[src/rtl/wspe_pkg.sv]
package wspe_pkg;

  typedef struct packed {
    logic [7:0] red;
    logic [7:0] green;
    logic [7:0] blue;
    logic       last_led;
  } pixel_t;

  typedef struct packed {
    logic [5:0] duty;
    logic [5:0] slot_count;
    logic       frame_end;
  } result_t;

  // scaled colour in wire order: green, red, blue, msb first
  typedef struct packed {
    logic [23:0] color;
    logic        last_led;
  } grb_word_t;

  localparam int          BITS_PER_LED = 24;
  localparam int          FACTOR_W     = 17;
  localparam int          PRODUCT_W    = 25;
  localparam logic [16:0] FACTOR_UNITY = 17'd65536;

  localparam logic [5:0] DUTY_ONE   = 6'd51;
  localparam logic [5:0] DUTY_ZERO  = 6'd29;
  localparam logic [5:0] DUTY_RESET = 6'd0;

  localparam logic CFG_ENABLE = 1'b0;
  localparam logic CFG_LEVEL  = 1'b1;

  // tan(level degrees) in q1.16, levels past 45 clamp to unity
  function automatic logic [16:0] tan_factor(input logic [5:0] level);
    logic [16:0] f;
    case (level)
      6'd0:  f = 17'd0;
      6'd1:  f = 17'd1144;
      6'd2:  f = 17'd2289;
      6'd3:  f = 17'd3435;
      6'd4:  f = 17'd4583;
      6'd5:  f = 17'd5734;
      6'd6:  f = 17'd6888;
      6'd7:  f = 17'd8047;
      6'd8:  f = 17'd9210;
      6'd9:  f = 17'd10380;
      6'd10: f = 17'd11556;
      6'd11: f = 17'd12739;
      6'd12: f = 17'd13930;
      6'd13: f = 17'd15130;
      6'd14: f = 17'd16340;
      6'd15: f = 17'd17560;
      6'd16: f = 17'd18792;
      6'd17: f = 17'd20036;
      6'd18: f = 17'd21294;
      6'd19: f = 17'd22566;
      6'd20: f = 17'd23853;
      6'd21: f = 17'd25157;
      6'd22: f = 17'd26478;
      6'd23: f = 17'd27818;
      6'd24: f = 17'd29179;
      6'd25: f = 17'd30560;
      6'd26: f = 17'd31964;
      6'd27: f = 17'd33392;
      6'd28: f = 17'd34846;
      6'd29: f = 17'd36327;
      6'd30: f = 17'd37837;
      6'd31: f = 17'd39378;
      6'd32: f = 17'd40951;
      6'd33: f = 17'd42560;
      6'd34: f = 17'd44205;
      6'd35: f = 17'd45889;
      6'd36: f = 17'd47615;
      6'd37: f = 17'd49385;
      6'd38: f = 17'd51202;
      6'd39: f = 17'd53070;
      6'd40: f = 17'd54991;
      6'd41: f = 17'd56970;
      6'd42: f = 17'd59009;
      6'd43: f = 17'd61113;
      6'd44: f = 17'd63287;
      default: f = FACTOR_UNITY;
    endcase
    return f;
  endfunction

endpackage

[src/rtl/wspe_front.sv]
module wspe_front (
  input  logic                clk,
  input  logic                rst,
  input  logic                cfg_wr,
  input  logic                cfg_index,
  input  logic [5:0]          cfg_data,
  input  logic                push,
  output logic                full,
  input  wspe_pkg::pixel_t    pixel,
  output logic                q_push,
  input  logic                q_full,
  output wspe_pkg::grb_word_t q_word
);

  logic                           scale_en;
  logic [wspe_pkg::FACTOR_W-1:0]  factor;
  logic [wspe_pkg::FACTOR_W-1:0]  factor_eff;
  logic                           stage_valid;
  wspe_pkg::grb_word_t            stage_word;
  logic [wspe_pkg::PRODUCT_W-1:0] prod_r;
  logic [wspe_pkg::PRODUCT_W-1:0] prod_g;
  logic [wspe_pkg::PRODUCT_W-1:0] prod_b;
  logic                           accept;

  // factor is looked up at write time so it is ready with the register
  always_ff @(posedge clk) begin
    if (rst) begin
      scale_en <= 1'b1;
      factor   <= wspe_pkg::FACTOR_UNITY;
    end else if (cfg_wr) begin
      case (cfg_index)
        wspe_pkg::CFG_ENABLE: scale_en <= cfg_data[0];
        wspe_pkg::CFG_LEVEL:  factor   <= wspe_pkg::tan_factor(cfg_data);
        default: ;
      endcase
    end
  end

  assign factor_eff = scale_en ? factor : wspe_pkg::FACTOR_UNITY;

  assign prod_r = wspe_pkg::PRODUCT_W'(pixel.red)   * wspe_pkg::PRODUCT_W'(factor_eff);
  assign prod_g = wspe_pkg::PRODUCT_W'(pixel.green) * wspe_pkg::PRODUCT_W'(factor_eff);
  assign prod_b = wspe_pkg::PRODUCT_W'(pixel.blue)  * wspe_pkg::PRODUCT_W'(factor_eff);

  assign full   = stage_valid && q_full;
  assign accept = push && !full;
  assign q_push = stage_valid;
  assign q_word = stage_word;

  always_ff @(posedge clk) begin
    if (rst) begin
      stage_valid <= 1'b0;
    end else begin
      stage_valid <= accept || (stage_valid && q_full);
    end
  end

  always_ff @(posedge clk) begin
    if (accept) begin
      stage_word.color    <= {prod_g[23:16], prod_r[23:16], prod_b[23:16]};
      stage_word.last_led <= pixel.last_led;
    end
  end

endmodule

[src/rtl/wspe_queue.sv]
module wspe_queue #(
  parameter int DEPTH = 2
) (
  input  logic                clk,
  input  logic                rst,
  input  logic                wr_en,
  output logic                full,
  input  wspe_pkg::grb_word_t wr_word,
  input  logic                rd_en,
  output logic                empty,
  output wspe_pkg::grb_word_t rd_word
);

  localparam int PTR_W = (DEPTH > 1) ? $clog2(DEPTH) : 1;
  localparam int CNT_W = $clog2(DEPTH + 1);

  wspe_pkg::grb_word_t entries [DEPTH];
  logic [PTR_W-1:0]    wr_ptr;
  logic [PTR_W-1:0]    rd_ptr;
  logic [CNT_W-1:0]    count;
  logic                do_wr;
  logic                do_rd;

  assign full    = (count == CNT_W'(DEPTH));
  assign empty   = (count == '0);
  assign do_wr   = wr_en && !full;
  assign do_rd   = rd_en && !empty;
  assign rd_word = entries[rd_ptr];

  always_ff @(posedge clk) begin
    if (rst) begin
      wr_ptr <= '0;
      rd_ptr <= '0;
      count  <= '0;
    end else begin
      if (do_wr) begin
        wr_ptr <= (wr_ptr == PTR_W'(DEPTH - 1)) ? '0 : wr_ptr + 1'b1;
      end
      if (do_rd) begin
        rd_ptr <= (rd_ptr == PTR_W'(DEPTH - 1)) ? '0 : rd_ptr + 1'b1;
      end
      if (do_wr && !do_rd) begin
        count <= count + 1'b1;
      end else if (do_rd && !do_wr) begin
        count <= count - 1'b1;
      end
    end
  end

  always_ff @(posedge clk) begin
    if (do_wr) begin
      entries[wr_ptr] <= wr_word;
    end
  end

endmodule

[src/rtl/wspe_back.sv]
module wspe_back #(
  parameter int RESET_SLOTS = 50
) (
  input  logic                clk,
  input  logic                rst,
  input  logic                q_empty,
  input  wspe_pkg::grb_word_t q_word,
  output logic                q_pop,
  output logic                empty,
  input  logic                pop,
  output wspe_pkg::result_t   result
);

  localparam int CNT_W = $clog2(wspe_pkg::BITS_PER_LED);

  logic                                busy;
  logic                                pend_reset;
  logic [CNT_W-1:0]                    cnt;
  logic [wspe_pkg::BITS_PER_LED-2:0]   shreg;
  logic                                last;
  logic                                out_valid;
  wspe_pkg::result_t                   out_result;
  logic                                advance;

  function automatic wspe_pkg::result_t bit_result(input logic b);
    wspe_pkg::result_t r;
    r.duty       = b ? wspe_pkg::DUTY_ONE : wspe_pkg::DUTY_ZERO;
    r.slot_count = 6'd1;
    r.frame_end  = 1'b0;
    return r;
  endfunction

  assign advance = !out_valid || pop;
  // the first bit goes out straight from the queue head so items run back to back
  assign q_pop   = advance && !pend_reset && !busy && !q_empty;
  assign empty   = !out_valid;
  assign result  = out_result;

  always_ff @(posedge clk) begin
    if (rst) begin
      busy       <= 1'b0;
      pend_reset <= 1'b0;
      cnt        <= '0;
      out_valid  <= 1'b0;
    end else if (advance) begin
      if (pend_reset) begin
        pend_reset <= 1'b0;
        out_valid  <= 1'b1;
      end else if (busy) begin
        cnt       <= cnt + 1'b1;
        out_valid <= 1'b1;
        if (cnt == CNT_W'(wspe_pkg::BITS_PER_LED - 1)) begin
          busy       <= 1'b0;
          pend_reset <= last;
        end
      end else if (!q_empty) begin
        busy      <= 1'b1;
        cnt       <= CNT_W'(1);
        out_valid <= 1'b1;
      end else begin
        out_valid <= 1'b0;
      end
    end
  end

  always_ff @(posedge clk) begin
    if (advance) begin
      if (pend_reset) begin
        out_result.duty       <= wspe_pkg::DUTY_RESET;
        out_result.slot_count <= 6'(RESET_SLOTS);
        out_result.frame_end  <= 1'b1;
      end else if (busy) begin
        out_result <= bit_result(shreg[wspe_pkg::BITS_PER_LED-2]);
        shreg      <= {shreg[wspe_pkg::BITS_PER_LED-3:0], 1'b0};
      end else if (!q_empty) begin
        out_result <= bit_result(q_word.color[wspe_pkg::BITS_PER_LED-1]);
        shreg      <= q_word.color[wspe_pkg::BITS_PER_LED-2:0];
        last       <= q_word.last_led;
      end
    end
  end

endmodule

[src/rtl/ws2812_pixel_pwm_encoder.sv]
// a pixel passes the front stage register and the queue, then the result register
// each pixel gives 24 results, plus a frame-closing reset result on last_led;
// the back end serializer sets the rate: one result per cycle while pop takes them
// front scaler and a small queue let a new pixel be taken while the back end is busy
// rst is synchronous: clears pipeline, queue and output; enable = 1, level = 45
module ws2812_pixel_pwm_encoder #(
  parameter int RESET_SLOTS = 50,
  parameter int QUEUE_DEPTH = 2
) (
  input  logic              clk,
  input  logic              rst,
  input  logic              cfg_wr,
  input  logic              cfg_index,
  input  logic [5:0]        cfg_data,
  input  logic              push,
  output logic              full,
  input  wspe_pkg::pixel_t  pixel,
  output logic              empty,
  input  logic              pop,
  output wspe_pkg::result_t result
);

  logic                q_push;
  logic                q_full;
  logic                q_pop;
  logic                q_empty;
  wspe_pkg::grb_word_t q_wr_word;
  wspe_pkg::grb_word_t q_rd_word;

  wspe_front u_front (
    .clk       (clk),
    .rst       (rst),
    .cfg_wr    (cfg_wr),
    .cfg_index (cfg_index),
    .cfg_data  (cfg_data),
    .push      (push),
    .full      (full),
    .pixel     (pixel),
    .q_push    (q_push),
    .q_full    (q_full),
    .q_word    (q_wr_word)
  );

  wspe_queue #(
    .DEPTH (QUEUE_DEPTH)
  ) u_queue (
    .clk     (clk),
    .rst     (rst),
    .wr_en   (q_push),
    .full    (q_full),
    .wr_word (q_wr_word),
    .rd_en   (q_pop),
    .empty   (q_empty),
    .rd_word (q_rd_word)
  );

  wspe_back #(
    .RESET_SLOTS (RESET_SLOTS)
  ) u_back (
    .clk     (clk),
    .rst     (rst),
    .q_empty (q_empty),
    .q_word  (q_rd_word),
    .q_pop   (q_pop),
    .empty   (empty),
    .pop     (pop),
    .result  (result)
  );

endmodule

[config.mk]
export PLATFORM = sky130hd
export DESIGN_NAME = ws2812_pixel_pwm_encoder
export DESIGN_NICKNAME = d
export VERILOG_FILES = /design/src/rtl/wspe_pkg.sv /design/src/rtl/wspe_front.sv /design/src/rtl/wspe_queue.sv /design/src/rtl/wspe_back.sv /design/src/rtl/ws2812_pixel_pwm_encoder.sv
export SDC_FILE = /design/constraint.sdc
export NUM_CORES = 1
export LEC_CHECK = 0
export BUFFER_PORTS_ARGS = -buffer_cell sky130_fd_sc_hd__buf_4
export CAP_MARGIN = 10
export CELL_PAD_IN_SITES_DETAIL_PLACEMENT = 1
export CELL_PAD_IN_SITES_GLOBAL_PLACEMENT = 1
export CORE_UTILIZATION = 40
export DETAILED_ROUTE_END_ITERATION = 10
export PLACE_DENSITY_LB_ADDON = 0.1
export SYNTH_ARGS = -nofsm -noshare
export SYNTH_HDL_FRONTEND = slang
export SYNTH_HIERARCHICAL = 1
export SYNTH_SLANG_ARGS = --single-unit
[constraint.sdc]
create_clock -name clk -period 5.2 [get_ports clk]
set_input_delay 0.26 -clock clk [delete_from_list [all_inputs] [get_ports clk]]
set_output_delay 0.26 -clock clk [all_outputs]
set_load 0.02 [all_outputs]
==> results.sh <==
export IMPL_drtPass1Iterations=5
export IMPL_synthArstFlopShare_pct=0
export IMPL_ys_flop_type="edfxtp_1"
export IMPL_drt_total_wl_mm=49.9
export IMPL_fmax_ghz=0.197
export IMPL_fin_ws_ns=0.130
export IMPL_grt_max_degree=66
export IMPL_cts_root_buf="clkbuf_16"
export IMPL_first_global_vias=14613
export IMPL_routabilityCongestion=0.831
export IMPL_critPathKind="flip-flop to flip-flop"
export IMPL_critical_path_top_delay_family="adder cells"
export IMPL_ys_types=70
export IMPL_irDropWorstVdd_mv=0.271
export IMPL_die_w_um=214
export IMPL_p_leak_nw=10.2
export IMPL_crit_fanout=28
export IMPL_cts_inserted_buffers=17
export IMPL_synth_edf_count=103
export IMPL_worst_r2r_setup_slack_ns=0.13
export IMPL_fin_crit_sh_pct=97.5
export IMPL_viasPerCell=5.43
export IMPL_min_period_ns=5.07
export IMPL_ys_warnings_count=6
export IMPL_total_power_mw=5.31
export IMPL_synth_seq_cells=135
export IMPL_htree_levels=4
export IMPL_nFillCells=4963
export IMPL_synth_area_per_cell_sq_um=9.69
export IMPL_crit_chain="buf_4, buf_12, clkbuf_16, and3_1, fa_2, fa_1, fa_1, inv_1, fa_1, inv_1, ha_1, buf_4, a21oi_1, nand2_1, a211oi_4, a31oi_4, o21ai_2, mux2i_1, a221o_1"
export IMPL_cts_tree="built"
export IMPL_status="finished, final reports clean"
export IMPL_crit_end="u_front/q_word[16]"
export IMPL_synth_commonest_cells="and3_1, inv_1, fa_1, ha_1, clkbuf_1"
export IMPL_clk_path_buf_depth=2
export IMPL_skew_ns=0.0214
export IMPL_ys_seq_area_share_pct=20.9
export IMPL_slowest_delay_ns=0.55
export IMPL_io_pins=52
export IMPL_worst_setup_path_end_kind="flip-flop"
export IMPL_grt_pass1_wl_mm=80.3
export IMPL_drcViolationCount=0
export IMPL_startpoint="u_front/scale_en"
export IMPL_io_buffer_count=49
export IMPL_worstMarginPinSlew_ns=1.07
export IMPL_seq_area_sq_mm=0.00374
export IMPL_ant_nets=0
export IMPL_place_ws_ns=-0.000258
export IMPL_synth_most_common_cell="and3_1"
export IMPL_worstSetupStartpointType="flip-flop"
export IMPL_wl_per_cell_um=20.4
export IMPL_antenna_found_initial=0
export IMPL_r2r_end="u_front/q_word[16]"
export IMPL_finalHoldViolations=0
export IMPL_layout_drive_gt1_share_pct=12.5
export IMPL_arrival_ns=5.24
export IMPL_finalSetupViolations=0
export IMPL_cts_sinks=135
export IMPL_maxCapViolCount=0
export IMPL_core_sq_mm=0.0442
export IMPL_crit_buf_inv=6
export IMPL_cpMostUsedCell="fa_1"
export IMPL_multi_input_area_sq_mm=0.0125
export IMPL_min_path_type="primary input to flip-flop"
export IMPL_drv_slew=0
export IMPL_grt_ovfl_total=0
export IMPL_globalRouteTotalUtil_pct=22.8
export IMPL_vias=13317
export IMPL_syn_to_final_growth_pct=11.1
export IMPL_start_util_pct=40.5
export IMPL_dieArea_sq_mm=0.0456
export IMPL_relSlewSlack_pct=28.7
export IMPL_power_density_mw_per_mm2=267
export IMPL_required_ns=5.37
export IMPL_synth_area_top_cells="fa_1, edfxtp_1, and3_1, ha_1, inv_1"
export IMPL_diodes=0
export IMPL_cp_depth=19
export IMPL_initialDrtViolationCount=724
export IMPL_dp_hpwl_mm=36.3
export IMPL_fin_util_pct=44.9
export IMPL_syn_instance_count=1848
export IMPL_syn_area_sq_mm=0.0179
export IMPL_cpMaxStageDelayCell="fa_1"
export IMPL_row_count=77
export IMPL_reg2regPathDepth=19
export IMPL_clock_latency_ns=0.44
export IMPL_yosysTopAreaCell="fa_1"
export IMPL_final_nets=2281
export IMPL_dieHeight_um=214
export IMPL_clkSlewWorstSetupHoldPaths_ns=0.07
export IMPL_worst_r2r_startpoint="u_front/scale_en"
export IMPL_netlist_area_leader_share_pct=29.5
==> cell usage in the layout, fill, tap and decap left out, drive strengths merged, types with 40 or more instances in the layout <==
cell,n
inv,295
and3,310
o21ai,40
edfxtp,103
nor2,74
mux2,48
a21oi,47
fa,264
nand2,105
buf,118
ha,134
==> flip-flops by register name (all words and copies together) (netlist names), named ones only <==
| signal | cells |
|---|---|
| u_back/busy | 1 |
| u_back/cnt | 5 |
| u_back/last | 1 |
| u_back/out_valid | 1 |
| u_back/pend_reset | 1 |
| u_back/result | 4 |
| u_back/shreg | 23 |
| u_front/factor | 17 |
| u_front/q_push | 1 |
| u_front/q_word | 25 |
| u_front/scale_en | 1 |
| u_queue/count | 2 |
| u_queue/entries | 50 |
| u_queue/rd_ptr | 1 |
| u_queue/wr_ptr | 1 |
==> stage by stage <==
stage                     area [sq um]   TNS [ns]  std cells  hold WS [ns]
after floorplan                  17900          0       1849         0.329
after global placement           19000          0       2407         0.422
after detailed placement         19000  -0.000258       2407         0.435
after CTS                        19600          0       2440        0.0251
after global routing             19900     -0.142       2451        0.0475
final                            19900          0       2451        0.0606
==> metal layers <==
layer  vias up  global-route usage, %  share of wire (%)
li1       6113                      -                  -
met1      6913                   31.2                 47
met2       241                   38.1                 48
met3        50                   3.12                3.4
met4         0                   5.30                1.7
met5         -                      0                  0
==> cells by family after synthesis <==
group / after synthesis / share of synthesized area [%]
muxes: 55 / 3.55
DFF: 135 / 20.9
adders and majority gates: 398 / 38.9
and+or+nand+nor: 599 / 18.3
xor gates and xnor gates: 36 / 1.76
buffers and inverters: 438 / 9.68
AOI/OAI and AO/OA: 186 / 6.89
other: 1 / 0.0210
==> layout make-up <==
cell class | instances | share of cell area (%)
multi-input combinational | 1276 | 63.1
sequential | 135 | 18.8
timing repair buffer | 122 | 5.80
inverter | 294 | 5.55
tap | 592 | 3.73
clock buffer | 18 | 2.16
clock inverter | 14 | 0.869
==> how the worst min path moves through the flow <==
stage	start	end	slack, ns	depth (start not counted)
2_1_floorplan	rst	u_front/factor[5]	0.33	1
6_report	push	u_front/q_push	0.06	3
4_1_cts	push	u_front/q_push	0.03	3
5_1_grt	push	u_front/q_push	0.05	3
3_3_place_gp	u_front/q_word[18]	u_queue/entries[0][18]	0.42	0
3_5_place_dp	u_front/q_word[20]	u_queue/entries[1][20]	0.43	0
==> worst register-to-register path, delay by kind of cell (launching register included) <==
family          cells  cell delay [ns]
buf+inv             6             0.77
simple gates        2             0.32
mux                 1             0.11
flops               1             0.39
compound gates      5             1.05
fa+ha+maj           5             2.18
==> where the power goes <==
part           leakage, nW  internal [mW]  switching [mW]  total, mW
registers             1.23           1.57           0.113       1.69
clock network        0.296          0.758           0.483       1.24
logic                 8.65           1.00            1.38       2.38
==> repair_timing <==
item,in CTS,in global routing
pin swaps,0,9
gates resized for setup,1,28
cloned,0,3
endpoints found under the hold margin,1,0
buffers inserted,0,8
setup endpoints to repair,1,16
hold buffers,1,0
Note: power is estimated with default switching activity, not from simulation.
